`src/bmp_pkg.sv`:
```
// Shared constants and types for the binomial-mod-prime unit.
package bmp_pkg;
  localparam int unsigned MaxR = 4096;
  localparam int unsigned IdxW = $clog2(MaxR + 1);
  localparam int unsigned ValW = 30;
  localparam int unsigned NW = 31;
  localparam logic [ValW-1:0] PMod = 30'd1000000007;

  typedef struct packed {
    logic start;
    logic [ValW-1:0] a;
    logic [ValW-1:0] b;
  } mul_req_t;
endpackage

```
`src/bmp_divider.sv`:
```
// Restoring divider: prime divided by a table index, one quotient bit per cycle.
module bmp_divider import bmp_pkg::*; (
  input  logic            clk,
  input  logic            rst,
  input  logic            start,
  input  logic [IdxW-1:0] divisor,
  output logic            done,
  output logic [ValW-1:0] quo,
  output logic [IdxW-1:0] rem
);
  logic [ValW-1:0] dvd;
  logic [IdxW-1:0] d;
  logic [4:0]      cnt;
  logic            run;
  logic [IdxW:0]   t;
  logic            ge;

  always_comb begin
    t = {rem, dvd[ValW-1]};
    ge = (t >= {1'b0, d});
  end

  always_ff @(posedge clk) begin
    if (rst) begin
      run <= 1'b0;
      done <= 1'b0;
      cnt <= '0;
    end else begin
      done <= 1'b0;
      if (start) begin
        dvd <= PMod;
        d <= divisor;
        rem <= '0;
        quo <= '0;
        cnt <= 5'(ValW - 1);
        run <= 1'b1;
      end else if (run) begin
        rem <= ge ? IdxW'(t - {1'b0, d}) : t[IdxW-1:0];
        quo <= {quo[ValW-2:0], ge};
        dvd <= {dvd[ValW-2:0], 1'b0};
        cnt <= cnt - 5'd1;
        if (cnt == '0) begin
          run <= 1'b0;
          done <= 1'b1;
        end
      end
    end
  end
endmodule

```
`config.mk`:
```
export PLATFORM = sky130hd
export DESIGN_NAME = bmp_divider
export DESIGN_NICKNAME = d
export VERILOG_FILES = /design/src/bmp_pkg.sv /design/src/bmp_divider.sv
export SDC_FILE = /design/constraint.sdc
export NUM_CORES = 1
export LEC_CHECK = 0
export ABC_AREA = 1
export BUFFER_PORTS_ARGS = -buffer_cell sky130_fd_sc_hd__buf_2
export CAP_MARGIN = 20
export CORE_MARGIN = 3
export CORE_UTILIZATION = 62
export DETAILED_ROUTE_END_ITERATION = 8
export HOLD_SLACK_MARGIN = 0.05
export PLACE_DENSITY = 0.85
export SLEW_MARGIN = 15
export SYNTH_ARGS = -nofsm -noshare
export SYNTH_HDL_FRONTEND = slang
export SYNTH_SLANG_ARGS = --single-unit
```
`constraint.sdc`:
```
create_clock -name clk -period 13.8 [get_ports clk]
set_input_delay 2.76 -clock clk [delete_from_list [all_inputs] [get_ports clk]]
set_output_delay 2.76 -clock clk [all_outputs]
set_load 0.005 [all_outputs]
```
## After elaboration in Yosys (flattened, before gate mapping)

Index checks and enable logic that the tools add are counted.

- Output and inout bits: 44
- Bits of input ports: 16
- Register bits: 93

- $add $sub $neg: 2
- Order comparisons: 1
- Mux-type cells: 10
- Reductions and logical operators: 6
- Bitwise operators: 2

Operators by type and width:

| kind | number |
|---|---|
| two-way mux 30 bit | 2 |
| two-way mux 13 bit | 2 |
| greater-or-equal comparator 14 x 13 -> 1 bit | 1 |
| subtractor 13 bit | 1 |
| two-way mux 5 bit | 2 |
| zero test 5 bit | 1 |
| subtractor 5 x 1 -> 5 bit (second input constant) | 1 |
| two-way mux 1 bit | 4 |
| AND reduction 2 bit | 2 |
| OR reduction 3 bit | 1 |
| inverter 1 bit | 2 |
| nonzero test 2 bit | 1 |
| OR reduction 2 bit | 1 |

## Longest topological paths before layout

- Depth in word-level cells: 4
- Mapped depth: 14

## Least setup slack after synthesis

OpenSTA, ideal clock, no wires.

- Path type: input -> register
- From: in start
- To: reg run
- Slack: 7189 ps
- Stages: 5
- Buffers on the path: 1
- Arrival time: 6538 ps
- Required time: 13727 ps
- Cell sequence: buf_2 nor2_1 nor2_1 o21ai_0 inv_1

- Longest elaborated chain between the ends: 1

RTL lines:

| item | line | text |
|---|---|---|
| start, declared | bmp_divider.sv:5 | `input logic start,` |
| two-way mux 1 bit | bmp_divider.sv:30 | `if (start) begin` |
| end signal, assigned | bmp_divider.sv:25 | `run <= 1'b0;` |
| end signal, assigned | bmp_divider.sv:36 | `run <= 1'b1;` |
| end signal, assigned | bmp_divider.sv:43 | `run <= 1'b0;` |
| end, declared | bmp_divider.sv:14 | `logic run;` |

Every way passes these cells.
A chain may end at the register's enable or synchronous reset.

## Final worst setup path

- From: in start
- To: reg d[2], enable pin

- Longest elaborated chain between the ends: 1

RTL lines:

| item | line | text |
|---|---|---|
| AND reduction 2 bit (no source line) | n/a |  |
| end signal, assigned | bmp_divider.sv:32 | `d <= divisor;` |
| end, declared | bmp_divider.sv:12 | `logic [IdxW-1:0] d;` |

Every way passes these cells.

==> reports/results.ini <==
[run_status]
status = finished, final reports clean

[floorplanning]
dieHeight_microns = 90.6
placementRows = 30
initial_core_util = 0.646
core-area_sq_um = 6870
dieArea_sq_um = 8200
die_w_microns = 90.6
ios = 60

[critical_path]
r2r_start = dvd[29]$_SDFFCE_PP1P_
path_buf_inv = 4
critPathArrivalTime_ns = 5.00
crit_type = in2reg
required_ns = 13.87
crit_slowest_cell = nor2_1
r2r_end = rem[10]$_SDFFCE_PP0P_
cp-startpoint = start
critPathLaunchType = input port
worstPathMaxFanout = 65
crit_family = buffers and inverters
critical_path.cell_chain = buf_2 -> buf_4 -> clkinv_1 -> nor2_1 -> buf_6
worst_setup_path_end_kind = flip-flop
ff2ff_setup_slack_ns = 11.35
max_stage_delay_ns = 0.78
reg2reg_depth = 14

[cts]
clock_latency_ns = 0.35
cts_tree = done
root_buffer = clkbuf_8
clk_pin_slew_ns = 0.09
post_cts_resized = 0
cts_buffer_depth = 2
htreeDepth = 3
ctsHoldBuffers = 0
clkSinkCount = 93
cts_buffers = 9
cts_setup_buffers = 0

[layout]
multi_input_area_sq_um = 1310
n_antenna_cell = 0
area_growth_pct = 13.5
drive_gt1_frac = 0.234
fill_cells = 490
final_common_cell = inv_1
finalNetCount = 535
seq_area_sq_um = 2720
layout_common_cells = inv_1 (93), edfxtp_1 (86), nor2_1 (82)

[timing]
drv_slew = 0
rsz0062_at_grt = false
worstMarginPinSlew_ns = 0.811
fin_setup_tns_ns = 0
fmax_mhz = 203
period_minus_slack_ns = 4.93
hold_viol = 0
setup_viol = 0
fin_ws_ns = 8.87
maxSlewHeadroom = 0.459
fin_skew_ns = 0.0127
finalCritPeriodShare = 0.358

[place]
gp_congestion = 0.893
pre_cts_slack_ns = 8.54
port_buffers = 59
dpl.hpwl_microns = 5830

[global_routing]
grtUsageTotal = 0.219
antenna_found_initial = 0
grt_pass1_wl_microns = 14400
grt.overflow.total = 0
grt_pass1_vias = 3043
grt_max_degree = 68

[power_and_ir_drop]
ir_worst_vdd_mv = 0.0922
p_leak_nw = 2.35
p_per_area_nw_per_um2 = 127
fin_total_pwr_uw = 638

[synthesis]
netlist.area_leader.share = 0.582
synth_area_sq_um = 4430
synth_warnings = 0
synth_top_area_cell = edfxtp_1
ys_types = 33
syn_inst = 441
ys_ff_latch = 93
syn_avg_cell_area_sq_um = 10.1
synth_area_leaders = edfxtp_1 (58%), inv_1 (7.9%), nor2_1 (7.0%)
syn_nets = 472
yosysSeqAreaShare = 0.614

[routing]
wl_per_cell_microns = 13.8
final_antenna_net_count = 0
drt_wl_total_microns = 8350
dr.pass1.iters = 5
drtIter0Drc = 210
via_per_inst = 5.09
vias = 3080
drcViolationCount = 0

[min_path]
hp-start = cnt[4]$_SDFFE_PP0N_
whs_path_depth = 2
holdPathEnd = cnt[4]$_SDFFE_PP0N_
hp-class = reg2reg

[job]
cap_violations = 0

[metrics by stage]
step | hold slack (ns) | cell area, sq um | instances | util
after floorplan | 0.442 | 4430 | 441 | -
after global placement | 0.465 | 4820 | 588 | 0.702
after detailed placement | 0.478 | 4830 | 589 | 0.703
after CTS | 0.496 | 5030 | 605 | 0.733
after global routing | 0.507 | 5030 | 605 | 0.733
final | 0.494 | 5030 | 605 | 0.733
[synth_stat cells (all sizes together)]
| cell | count |
|---|---|
| dfxtp | 7 |
| xnor2 | 3 |
| edfxtp | 86 |
| o31ai | 2 |
| a21o | 1 |
| a21oi | 9 |
| nor2 | 91 |
| o21ai | 11 |
| buf | 8 |
| a31oi | 2 |
| ha | 14 |
| or2 | 16 |
| xor2 | 3 |
| clkbuf | 2 |
| nand4 | 2 |
| inv | 95 |
| nand2 | 64 |
| a211oi | 1 |
| nand3 | 20 |
| clkinv | 1 |
| fa | 1 |
| o21bai | 2 |
[layer usage]
metal	global-route usage	part of all wire	up-vias
met5	0	0	-
met4	0.0574	0.014	0
met3	0.0425	0.045	14
met2	0.377	0.52	78
met1	0.285	0.42	1471
li1	-	-	1517
[power breakdown]
group / leakage (nW) / internal [mW] / switching, mW
combinational: 1.37 / 0.0399 / 0.0699
sequential: 0.878 / 0.331 / 0.0103
clock: 0.104 / 0.0868 / 0.100
[worst min-delay path, delay by kind of cell, from the launching register on]
kind	cells	cell delay [ns]
flip-flops	1	0.33
AND/OR/NAND/NOR	1	0.06
AO/OA/AOI/OAI	1	0.06
[worst max path at each step]
| stage | cells past startpoint | slack (ns) | end |
|---|---|---|---|
| floorplan | 5 | 7.19 | run$_SDFF_PP0_ |
| global placement | 4 | 8.37 | d[12]$_DFFE_PP_ |
| detailed placement | 5 | 8.54 | d[2]$_DFFE_PP_ |
| CTS | 5 | 8.88 | d[5]$_DFFE_PP_ |
| global route | 5 | 8.67 | d[4]$_DFFE_PP_ |
| finish | 5 | 8.87 | d[2]$_DFFE_PP_ |
[sequential cells by signal, indices dropped and copies added (netlist names)]
register  cells
d            13
run           1
cnt           5
done          1
dvd          30
quo          30
rem          13
[area by class of cell]
class | instances | share of cell area
clock buffers | 9 | 0.0246
clock inverters | 7 | 0.0159
inverters | 96 | 0.0716
multi-input cells | 242 | 0.259
flip-flops and latches | 93 | 0.541
well taps | 96 | 0.0239
repair buffers | 62 | 0.0639
[kinds of logic (layout without fill, tap and decap cells)]
group           after synthesis  after routing  synth area share
compound gates               28             28            0.0415
fa+ha+maj                    15             15            0.0440
simple gates                193            193             0.196
flops                        93             93             0.614
buf+inv                     106            174            0.0931
xor+xnor                      6              6            0.0119
(Power assumes the default switching activity.)
