$ cat src/bmp_pkg.sv
// Shared constants and types for the binomial-mod-prime unit.
package bmp_pkg;
  localparam int unsigned MaxR = 4096;
  localparam int unsigned IdxW = $clog2(MaxR + 1);
  localparam int unsigned ValW = 30;
  localparam int unsigned NW = 31;
  localparam logic [ValW-1:0] PMod = 30'd1000000007;

  typedef struct packed {
    logic start;
    logic [ValW-1:0] a;
    logic [ValW-1:0] b;
  } mul_req_t;
endpackage

$ cat src/bmp_mulmod.sv
// Bit-serial modular multiplier, one bit of b per cycle, MSB first.
module bmp_mulmod import bmp_pkg::*; (
  input  logic            clk,
  input  logic            rst,
  input  mul_req_t        req,
  output logic            done,
  output logic [ValW-1:0] res
);
  logic [ValW-1:0] a;
  logic [ValW-1:0] b;
  logic [ValW-1:0] acc;
  logic [4:0]      cnt;
  logic            run;
  logic [ValW+1:0] s0;
  logic [ValW+1:0] s1;
  logic [ValW+1:0] s2;

  always_comb begin
    s0 = {1'b0, acc, 1'b0} + (b[ValW-1] ? {2'b00, a} : '0);
    s1 = (s0 >= {2'b00, PMod}) ? s0 - {2'b00, PMod} : s0;
    s2 = (s1 >= {2'b00, PMod}) ? s1 - {2'b00, PMod} : s1;
  end

  assign res = acc;

  always_ff @(posedge clk) begin
    if (rst) begin
      run <= 1'b0;
      done <= 1'b0;
      cnt <= '0;
    end else begin
      done <= 1'b0;
      if (req.start) begin
        a <= req.a;
        b <= req.b;
        acc <= '0;
        cnt <= 5'(ValW - 1);
        run <= 1'b1;
      end else if (run) begin
        acc <= s2[ValW-1:0];
        b <= {b[ValW-2:0], 1'b0};
        cnt <= cnt - 5'd1;
        if (cnt == '0) begin
          run <= 1'b0;
          done <= 1'b1;
        end
      end
    end
  end
endmodule

$ cat config.mk
export PLATFORM = sky130hd
export DESIGN_NAME = bmp_mulmod
export DESIGN_NICKNAME = d
export VERILOG_FILES = /design/src/bmp_pkg.sv /design/src/bmp_mulmod.sv
export SDC_FILE = /design/constraint.sdc
export NUM_CORES = 1
export LEC_CHECK = 0
export ABC_AREA = 0
export BUFFER_PORTS_ARGS = -buffer_cell sky130_fd_sc_hd__buf_2
export CAP_MARGIN = 30
export CORE_ASPECT_RATIO = 0.8
export CORE_MARGIN = 1
export CORE_UTILIZATION = 50
export DETAILED_ROUTE_END_ITERATION = 8
export GPL_ROUTABILITY_DRIVEN = 1
export PLACE_DENSITY_LB_ADDON = 0.25
export SLEW_MARGIN = 25
export SYNTH_ARGS = -nofsm -noshare
export SYNTH_HDL_FRONTEND = slang
export SYNTH_SLANG_ARGS = --single-unit
$ cat constraint.sdc
create_clock -name clk -period 6.9 [get_ports clk]
set_clock_uncertainty 0.05 [all_clocks]
set_input_delay 1.38 -clock clk [delete_from_list [all_inputs] [get_ports clk]]
set_output_delay 1.38 -clock clk [all_outputs]
set_load 0.005 [all_outputs]
# == Yosys cells after proc, flatten, opt, wreduce, memory -nomap -nowiden ==
# Cells that the tools add are included.
# classes
n_reduce_logical,6
mux,12
order_cmp,2
n_bitwise,2
add_sub_neg,4
# op_table
operator,n
two-way mux 30 bit,5
>= comparator 32 x 30 -> 1 bit (second input constant),2
adder 31 x 30 -> 32 bit,1
two-way mux 32 bit,1
subtractor 32 x 30 -> 32 bit (second input constant),1
subtractor 30 bit (second input constant),1
two-way mux 5 bit,2
zero test 5 bit,1
subtractor 5 x 1 -> 5 bit (second input constant),1
two-way mux 1 bit,4
AND reduction 2 bit,2
OR reduction 3 bit,1
NOT 1 bit,2
nonzero test 2 bit,1
OR reduction 2 bit,1
# totals
output_inout_bits,31
elab_cells,33
ff_bits,97
inputBits,63

# == Depth between registers and ports, before layout ==
# Gate-level depths: netlist (run 1).
# logic_depth
depth_word,7
mapped_depth,25
mapped_depth_nobuf,20

# == Least setup slack after synthesis (run 1) ==
# No wires, ideal clock.
# synth_path
path_kind,register -> register
start,register b[29]
end,"register acc[22], in the netlist res[22], data pin"
synth_period_minus_slack_ns,5.635
path_stages_with_launch,23
arrival_time_ns,5.318
setup_time_ns,0.266
path_buffers,2
t_required_ns,6.584
path_slack_ns,1.265
cell_sequence,edfxtp_1 -> clkbuf_1 -> and2_1 -> ha_1 -> inv_1 -> fa_1 -> nand2b_1 -> a211oi_2 -> o21a_1 -> xor2_1 -> o311ai_2 -> a311oi_4 -> a211oi_4 -> o21a_1 -> buf_2 -> nor2_1 -> o22ai_2 -> or4b_4 -> a41oi_4 -> nor3_2 -> or4_1 -> a311oi_1 -> mux2i_1
# synth_via
elab_chain_len,7
elab_cells_between_ends,9
classes_between,add/sub (3); order compare (2); mux (4)
# synth_lines
element,line_no,text
"start, declared",bmp_mulmod.sv:10,logic [ValW-1:0] b;
"start signal, assigned",bmp_mulmod.sv:35,b <= req.b;
"start signal, assigned",bmp_mulmod.sv:41,"b <= {b[ValW-2:0], 1'b0};"
two-way mux 30 bit (*),bmp_mulmod.sv:19,"s0 = {1'b0, acc, 1'b0} + (b[ValW-1] ? {2'b00, a} : '0);"
adder 31 x 30 -> 32 bit (*),bmp_mulmod.sv:19,
subtractor 32 x 30 -> 32 bit or >= comparator 32 x 30 -> 1 bit (tied branches),bmp_mulmod.sv:20,"s1 = (s0 >= {2'b00, PMod}) ? s0 - {2'b00, PMod} : s0;"
two-way mux 32 bit (*),bmp_mulmod.sv:20,
subtractor 30 bit or >= comparator 32 x 30 -> 1 bit (tied branches),bmp_mulmod.sv:21,"s2 = (s1 >= {2'b00, PMod}) ? s1 - {2'b00, PMod} : s1;"
two-way mux 30 bit (*),bmp_mulmod.sv:21,
two-way mux 30 bit (*),bmp_mulmod.sv:39,end else if (run) begin
"end signal, assigned",bmp_mulmod.sv:40,acc <= s2[ValW-1:0];
"end, declared",bmp_mulmod.sv:11,logic [ValW-1:0] acc;
# Mark *: on every way between the ends. The rest lies on a longest branch, timed or not. The select of a mux whose other input is x is not followed.
# A chain may end at the register's enable or synchronous reset.

# == Final worst setup path (run 1) ==
# Same ends and word-level chain as after synthesis.

==> results.json, run 1 <==
{
  "slew_headroom_pct": 51.4,
  "leakage_nw": 3.54,
  "syn-instance-count": 869,
  "p_switching_w": 0.00226,
  "die_h_um": 115,
  "drtIter0Drc": 590,
  "swShare_pct": 48.7,
  "port_buffers": 93,
  "period_share_pct": 92.2,
  "r2r_start": "b[29]",
  "syn2layout_area_growth_pct": 14.2,
  "start_util_pct": 51.0,
  "p_int_w": 0.00239,
  "synth-edff-count": 90,
  "cp.required_ps": 6950,
  "setup_viol": 0,
  "grt_pass1_wl_um": 33300,
  "diodes": 0,
  "post-place-ws_ps": 567,
  "fmax_mhz": 157,
  "slew_viol_final": 0,
  "fin_tns_setup_ps": 0,
  "critPathLaunch": "b[29]",
  "worst-setup-path-type": "reg -> reg",
  "grt_max_degree": 62,
  "r2r_slack_ps": 540,
  "grt_antenna_before_repair": 0,
  "pin_count": 94,
  "combPwrFrac_pct": 70.6,
  "holdWs_ps": 487,
  "synth_fp_nets": 965,
  "gr-total-overflow": 0,
  "rsz0062_at_grt": "false",
  "hpwl_um": 15600,
  "final_antenna_net_count": 0,
  "clkSlewWorstSetupHoldPaths_ps": 70,
  "synth-seq-area-share_pct": 35.4,
  "gp_congestion": 0.946,
  "die-area_um2": 16600,
  "final_core_util_pct": 58.2,
  "tritoncts": "done",
  "synth-seq-cells": 97,
  "min_path_type": "reg -> reg",
  "timing.final.ws_setup_ps": 540,
  "routed_via_density": 5.98,
  "total_power_w": 0.00465,
  "status": "complete, no violations",
  "synthArstFlopShare_pct": 0,
  "start_kind": "flop",
  "die_w_um": 144,
  "worstPathArrival_ps": 6410,
  "clk_latency_ps": 360,
  "wirelength_um": 20600,
  "cp-end-kind": "flop",
  "ir_worst_vdd_v": 0.000307,
  "tightest_slew_ps": 730,
  "coreArea_um2": 15700,
  "drive_gt1_share_pct": 22.0,
  "synthDistinctLibCells": 90,
  "p_seq_share_pct": 18.4,
  "maxCapViolCount": 0,
  "fin_nets": 1057,
  "wl_per_cell_um": 17.5,
  "cts.sinks": 97,
  "yosysWarnings": 0,
  "vias": 7066,
  "powerDensity_nw_per_um2": 507,
  "clkPwrFrac_pct": 11.0,
  "hold_viol": 0,
  "syn_area_per_cell_um2": 9.23,
  "worstHoldStart": "cnt[1]",
  "cts_buffers": 9,
  "ctsHoldBuffers": 0,
  "synth_area_um2": 8030,
  "rows": 41,
  "ys.flop_type": "edfxtp_1",
  "nFillCells": 1416,
  "root_buffer": "clkbuf_16",
  "cts.path.max_buffers": 2,
  "h-tree-depth": 3,
  "period_needed_ps": 6360,
  "grt_pass1_vias": 6612,
  "dr.pass1.iters": 6,
  "grt_usage_pct": 25.8,
  "crit_fanout": 10,
  "post-route-drc-count": 0
}
-- final timing paths --
| kind | end | cells past startpoint |
|---|---|---|
| worst max-delay path | res[22] | 22 |
| worst min-delay path | cnt[1] | 2 |
| worst max register to register | res[22] | 22 |
| worst min register to register | cnt[1] | 2 |
-- worst max-delay path, stage by stage, from the launching register on --
cell,delay (ps)
edfxtp_1,370
and2_1,140
ha_1,220
inv_1,70
fa_1,430
nand2b_1,200
a211oi_2,480
nor2_1,180
xnor2_1,270
o311ai_2,550
a311oi_4,250
a211oi_4,340
o21a_1,430
buf_4,230
nor2_1,50
o21ai_1,190
or4b_4,170
a41oi_4,130
o21a_1,290
buf_4,180
or4_1,460
a311oi_1,320
mux2i_1,120
-- cell families after synthesis --
logic type / count (synthesis) / share of synthesized area [%]
mux: 36 / 4.99
flops: 97 / 35.4
compound gates: 240 / 22.7
fa+ha+maj: 33 / 5.24
buf+inv: 59 / 3.07
xor+xnor: 65 / 7.09
simple gates: 339 / 21.5
-- cells in the mapped netlist, types with 4 or more instances --
| cell | n | share of area, % |
|---|---|---|
| a2111oi_0 | 4 | 0.44 |
| a211o_1 | 4 | 0.44 |
| a211oi_1 | 12 | 1.1 |
| a21o_1 | 13 | 1.2 |
| a21oi_1 | 54 | 3.4 |
| a21oi_2 | 4 | 0.44 |
| a22oi_1 | 4 | 0.37 |
| a31oi_1 | 6 | 0.47 |
| and2_1 | 38 | 3.0 |
| and3_1 | 11 | 0.86 |
| and4_1 | 4 | 0.44 |
| buf_1 | 5 | 0.23 |
| buf_2 | 14 | 0.87 |
| clkbuf_1 | 21 | 0.98 |
| dfxtp_1 | 7 | 1.7 |
| edfxtp_1 | 90 | 34 |
| ha_1 | 32 | 5.0 |
| inv_1 | 18 | 0.84 |
| mux2_2 | 32 | 4.5 |
| mux2i_1 | 4 | 0.50 |
| nand2_1 | 84 | 3.9 |
| nand2b_1 | 9 | 0.70 |
| nand3_1 | 23 | 1.4 |
| nand4_1 | 9 | 0.70 |
| nor2_1 | 72 | 3.4 |
| nor2b_1 | 4 | 0.31 |
| nor3_1 | 32 | 2.0 |
| nor3b_1 | 5 | 0.47 |
| nor4_1 | 9 | 0.70 |
| o2111ai_1 | 4 | 0.44 |
| o211ai_1 | 13 | 1.2 |
| o21a_1 | 11 | 1.0 |
| o21ai_0 | 36 | 2.2 |
| o21ai_1 | 4 | 0.25 |
| o21bai_1 | 4 | 0.37 |
| o31ai_1 | 7 | 0.65 |
| or2_2 | 7 | 0.55 |
| or3_1 | 9 | 0.70 |
| or4_1 | 6 | 0.56 |
| xnor2_1 | 47 | 5.1 |
| xor2_1 | 18 | 2.0 |
-- cell type report --
class	count	area [um^2]	share of cell area, %
clock buffers	10	229	2.50
clock inverters	6	65.1	0.710
inverters	18	67.6	0.737
multi-input cells	713	4960	54.1
flip-flops and latches	97	2840	31.0
well taps	215	269	2.94
repair buffers	122	733	8.00
-- metrics by stage --
step,instance area [um^2],instances
after CTS,9130,1179
final,9160,1181
after floorplan,8030,869
after global routing,9160,1181
after global placement,8800,1162
after detailed placement,8830,1163
-- power groups by stage --
| stage | clock network (W) | logic, W | registers (W) |
|---|---|---|---|
| floorplan | 0 | 0.00238 | 0.000870 |
| global placement | 0 | 0.00316 | 0.000868 |
| detailed placement | 0 | 0.00318 | 0.000869 |
| CTS | 0.000521 | 0.00321 | 0.000857 |
| global route | 0.000539 | 0.00361 | 0.000867 |
| finish | 0.000513 | 0.00328 | 0.000855 |
-- state kept, by name, indices dropped and copies added (netlist names) --
name	flops
cnt	5
res	30
b	30
done	1
a	30
run	1
-- layout by cell type (no fill, tap or decap), drive strengths merged, types with 7 or more instances in the layout --
cell    count
nand3      23
edfxtp     90
buf       121
nor3       33
nand4       9
o21ai      42
ha         32
mux2       32
a21oi      58
or2         7
and2       42
inv        20
nand2      84
o211ai     14
nand2b      9
and3       11
nor2       72
o21a       11
a211oi     17
clkbuf     11
nor4        9
xnor2      47
a21o       13
dfxtp       7
o31ai       7
or3         9
xor2       18
-- metal layers --
metal	GRT usage, %	wire [um]
met2	40.6	9090
met1	36.2	9780
met4	6.88	318
met5	0	0
met3	5.12	1450
-- timing repair --
| action | 4_1_cts | 5_1_grt |
|---|---|---|
| gates resized for setup | 0 | 2 |
| endpoints found under the setup margin | 0 | 3 |
| buffers inserted | 0 | 0 |
No activity file was read; power rests on OpenSTA's default activity.
==> run 2, diff against run 1 <==
--- a/config.mk
+++ b/config.mk
@@ -15,3 +15,3 @@
 export GPL_ROUTABILITY_DRIVEN = 1
-export PLACE_DENSITY_LB_ADDON = 0.25
+export PLACE_DENSITY_LB_ADDON = 0.15
 export SLEW_MARGIN = 25
==> constraint.sdc (replaced) <==
create_clock -name clk -period 6.9 [get_ports clk]
set_clock_uncertainty 0.05 [all_clocks]
set_input_delay 1.035 -clock clk [delete_from_list [all_inputs] [get_ports clk]]
set_output_delay 1.035 -clock clk [all_outputs]
set_load 0.005 [all_outputs]
==> results.json, run 2 (same netlist as run 1, synthesis figures left out) <==
{
  "status": "complete, no violations",
  "drive_gt1_share_pct": 22.4,
  "start_kind": "flop",
  "drtIter0Drc": 501,
  "coreArea_um2": 15700,
  "post-route-drc-count": 0,
  "total_power_w": 0.00466,
  "dr.pass1.iters": 5,
  "routed_via_density": 6.03,
  "fin_tns_setup_ps": 0,
  "die_h_um": 115,
  "period_share_pct": 95.1,
  "fmax_mhz": 152,
  "diodes": 0,
  "die-area_um2": 16600,
  "root_buffer": "clkbuf_16",
  "worstPathArrival_ps": 6750,
  "rows": 41,
  "grt_usage_pct": 25.6,
  "leakage_nw": 3.54,
  "nFillCells": 1430,
  "grt_pass1_vias": 6402,
  "slew_viol_final": 0,
  "grt_pass1_wl_um": 32700,
  "cts.path.max_buffers": 2,
  "min_path_type": "reg -> reg",
  "cp.required_ps": 7080,
  "clkSlewWorstSetupHoldPaths_ps": 70,
  "postCtsSetupBuffers": 0,
  "clk_latency_ps": 360,
  "worst-setup-path-type": "reg -> reg",
  "port_buffers": 93,
  "cts_buffers": 9,
  "period_needed_ps": 6560,
  "hpwl_um": 15600,
  "layout_common_cells": "buf_2 (93), edfxtp_1 (90), nand2_1 (84), nor2_1 (70), a21oi_1 (54)",
  "hold_depth": 2,
  "slew_headroom_pct": 36.8,
  "gp_congestion": 0.938,
  "fin_nets": 1057,
  "wl_per_cell_um": 17.6,
  "vias": 7119,
  "syn2layout_area_growth_pct": 14.0,
  "cp-end-kind": "flop",
  "tritoncts": "done",
  "gr-total-overflow": 0,
  "h-tree-depth": 3,
  "grt_antenna_before_repair": 1,
  "setup_viol": 0,
  "powerDensity_nw_per_um2": 509,
  "crit_fanout": 23,
  "ctsHoldBuffers": 0,
  "die_w_um": 144,
  "cts.sinks": 97,
  "grt_max_degree": 62,
  "maxCapViolCount": 0,
  "tightest_slew_ps": 936,
  "wirelength_um": 20800,
  "final_antenna_net_count": 0,
  "ir_worst_vdd_v": 0.000282,
  "hold_viol": 0,
  "cts.repair.resized": 0,
  "pin_count": 94,
  "final_common_cell": "buf_2",
  "r2r_cells": 21,
  "start_util_pct": 51.0
}
run 2: final timing paths:
kind	startpoint	endpoint	slack, ps
max	b[29]	res[18]	340
min	cnt[1]	cnt[1]	480
max reg2reg	b[29]	res[18]	340
min reg2reg	cnt[1]	cnt[1]	480
run 2: routing by layer:
| layer | up-vias | track usage [%] | share of wire (%) |
|---|---|---|---|
| li1 | 3474 | - | - |
| met1 | 3384 | 37.1 | 49 |
| met2 | 239 | 39.9 | 44 |
| met3 | 22 | 4.21 | 6.0 |
| met4 | 0 | 5.96 | 1.0 |
| met5 | - | 0 | 0 |
run 2: cell type report:
class	count	area, um^2	share of cell area (%)
Inverter	18	67.6	0.738
Sequential cell	97	2840	31.1
Multi-Input combinational cell	713	4960	54.3
Tap cell	215	269	2.94
Timing Repair Buffer	122	703	7.68
Clock inverter	7	77.6	0.848
Clock buffer	9	225	2.46
run 2: through the flow:
stage          worst slack (ps)  hold slack [ps]  util [%]  std cells  area, um^2
2_1_floorplan              1270              442         -        869        8030
3_3_place_gp                370              464      55.9       1164        8810
3_5_place_dp                260              470      56.1       1165        8830
4_1_cts                     232              480      58.0       1181        9140
5_1_grt                  -0.135              516      58.1       1181        9150
6_report                    337              477      58.1       1181        9150
run 2: worst max-delay path, stage by stage (launching register included):
cell,delay (ps)
edfxtp_1,390
buf_4,220
and2_1,170
ha_1,380
o211ai_1,170
o21ai_2,470
a311oi_2,240
a211oi_1,530
o21ai_1,230
and2_1,210
o32ai_4,400
o21ai_2,200
buf_4,220
nor3_1,250
o22ai_2,140
or4b_4,550
a41oi_4,260
o21a_1,340
nor2_1,220
and3_1,230
nor3_1,370
buf_4,180
run 2: where the power goes:
part	internal, W	switching, W	leakage, nW
registers	0.000805	0.0000487	0.919
clock network	0.000285	0.000243	0.152
logic	0.00129	0.00199	2.47
==> run 3, diff against run 2 <==
Settings changed: CORE_ASPECT_RATIO 0.8 to 2, SLEW_MARGIN 25 to 20.
==> results.json, run 3 (same netlist as run 1, synthesis figures left out) <==
{
  "hold_depth": 2,
  "cp.required_ps": 6960,
  "crit_cells": 21,
  "post-route-drc-count": 0,
  "tightest_slew_ps": 880,
  "worst-setup-path-type": "reg -> reg",
  "cts_buffers": 9,
  "crit_chain": "buf_12 -> and2_1 -> ha_1 -> and2_1 -> o21a_1 -> a211oi_2 -> buf_4 -> or2_2 -> o311ai_2 -> a311oi_4 -> a211oi_4 -> o21a_1 -> buf_4 -> nor2_1 -> xnor2_1 -> a41oi_4 -> o21a_1 -> buf_4 -> nor4_1 -> a21oi_1 -> o21a_1",
  "grt_pass1_wl_um": 37700,
  "crit_fanout": 25,
  "cp-end-kind": "flop",
  "die-area_um2": 16600,
  "met3_usage_pct": 4.00,
  "fin_cells": 1197,
  "grt_max_degree": 62,
  "grt_use_met1_pct": 28.0,
  "multi_input_area_um2": 4950,
  "worstPathArrival_ps": 6550,
  "p_switching_w": 0.00240,
  "critical_path.max_stage_delay_ps": 560,
  "start_kind": "flop",
  "slowest_stage": "nor4_1",
  "dr.pass1.iters": 4,
  "routed_via_density": 6.11,
  "min_path_type": "reg -> reg",
  "maxCapViolCount": 0,
  "pin_count": 94,
  "r2r_cells": 21,
  "slew_headroom_pct": 40.6,
  "final_core_util_pct": 59.6,
  "hold_viol": 0,
  "drtIter0Drc": 388,
  "cts.path.max_buffers": 2,
  "layout_common_cells": "buf_2 (93), edfxtp_1 (90), nand2_1 (84), nor2_1 (70), buf_4 (57)",
  "cts.sinks": 97,
  "clk_latency_ps": 360,
  "place_inst": 1181,
  "gp_congestion": 0.973,
  "path_delay_family": "compound AO/OA/AOI/OAI gates",
  "gr-total-overflow": 0,
  "clkPwrFrac_pct": 10.8,
  "final_antenna_net_count": 0,
  "die_h_um": 181,
  "postCtsSetupBuffers": 0,
  "fin_tns_setup_ps": 0,
  "leakage_nw": 3.68,
  "ctsHoldBuffers": 0,
  "period_share_pct": 94.0,
  "top_usage_layer": "met2",
  "worst-path-buf-inv": 4,
  "powerDensity_nw_per_um2": 537,
  "status": "complete, no violations",
  "drive_gt1_share_pct": 24.1,
  "slew_viol_final": 0,
  "p_int_w": 0.00262,
  "tritoncts": "done",
  "path_common_cell": "o21a_1",
  "grt_usage_pct": 29.5,
  "root_buffer": "clkbuf_16",
  "clkSlewWorstSetupHoldPaths_ps": 60,
  "grt_pass1_vias": 7496,
  "h-tree-depth": 3,
  "port_buffers": 93,
  "rsz0062_at_grt": "false",
  "ir_worst_vdd_v": 0.000273,
  "period_needed_ps": 6490,
  "wl_per_cell_um": 19.8,
  "nFillCells": 1423,
  "combPwrFrac_pct": 72.0,
  "fin_nets": 1087,
  "vias": 7314,
  "diodes": 0,
  "die_w_um": 91.6,
  "gr-usage-met2_pct": 55.1,
  "wirelength_um": 23700,
  "seqCellArea_um2": 2840,
  "hpwl_um": 18900,
  "coreArea_um2": 15700,
  "start_util_pct": 51.1,
  "p_seq_share_pct": 17.2,
  "total_power_w": 0.00503,
  "setup_viol": 0,
  "swShare_pct": 47.8,
  "fmax_mhz": 154,
  "final_common_cell": "buf_2",
  "rows": 65,
  "grt_antenna_before_repair": 0,
  "syn2layout_area_growth_pct": 16.7
}
==> run 3: cell count changes in the layout (fill, tap and decap cells not counted), moves of 2 or more <==
cell	delta
buf_4	+29
clkinv_2	-2
clkbuf_1	+4
clkinv_4	-2
==> run 3: path summary, 6_finish.rpt <==
kind                            startpoint      to  slack [ps]
worst max-delay path                 b[29]  res[7]         410
worst min-delay path                cnt[1]  cnt[1]         480
worst max register to register       b[29]  res[7]         410
worst min register to register      cnt[1]  cnt[1]         480
==> run 3: worst reg2reg max path: stages, from the launching register on <==
cell      delay (ps)
edfxtp_1         490
buf_12           210
and2_1           160
ha_1             500
and2_1           430
o21a_1           200
a211oi_2          70
buf_4            180
or2_2            300
o311ai_2         380
a311oi_4         240
a211oi_4         350
o21a_1           480
buf_4            210
nor2_1            50
xnor2_1          340
a41oi_4          200
o21a_1           350
buf_4            200
nor4_1           560
a21oi_1          110
o21a_1           200
==> run 3: layer usage <==
layer	vias up	share of wire (%)
met3	100	3.1
met1	3482	35
met5	-	0
li1	3515	-
met4	0	8.0
met2	217	54
==> run 3: cell type report <==
type                    count  area share, %
repair buffers            152           10.1
clock inverters             3          0.722
multi-input cells         713           52.9
inverters                  18          0.722
flip-flops and latches     97           30.4
clock buffers              13           2.57
well taps                 201           2.69
==> run 3: repair_timing <==
action | in CTS | in global routing
hold endpoints to repair | 0 | 0
endpoints found under the setup margin | 0 | 1
resized for setup | 0 | 1
==> run 3: metrics by stage <==
| step | setup slack, ps | cell area, um^2 | hold WS [ps] |
|---|---|---|---|
| after floorplan | 1270 | 8030 | 442 |
| after global placement | 434 | 9030 | 465 |
| after detailed placement | 485 | 9050 | 478 |
| after CTS | 456 | 9360 | 487 |
| after global routing | 50.5 | 9360 | 512 |
| final | 413 | 9360 | 476 |
==> run 3: power groups by stage <==
stage | clock, W | sequential (W) | combinational, W
3_5_place_dp | 0 | 0.000881 | 0.00356
3_3_place_gp | 0 | 0.000879 | 0.00356
4_1_cts | 0.000547 | 0.000869 | 0.00359
6_report | 0.000541 | 0.000867 | 0.00362
5_1_grt | 0.000565 | 0.000879 | 0.00393
2_1_floorplan | 0 | 0.000870 | 0.00238
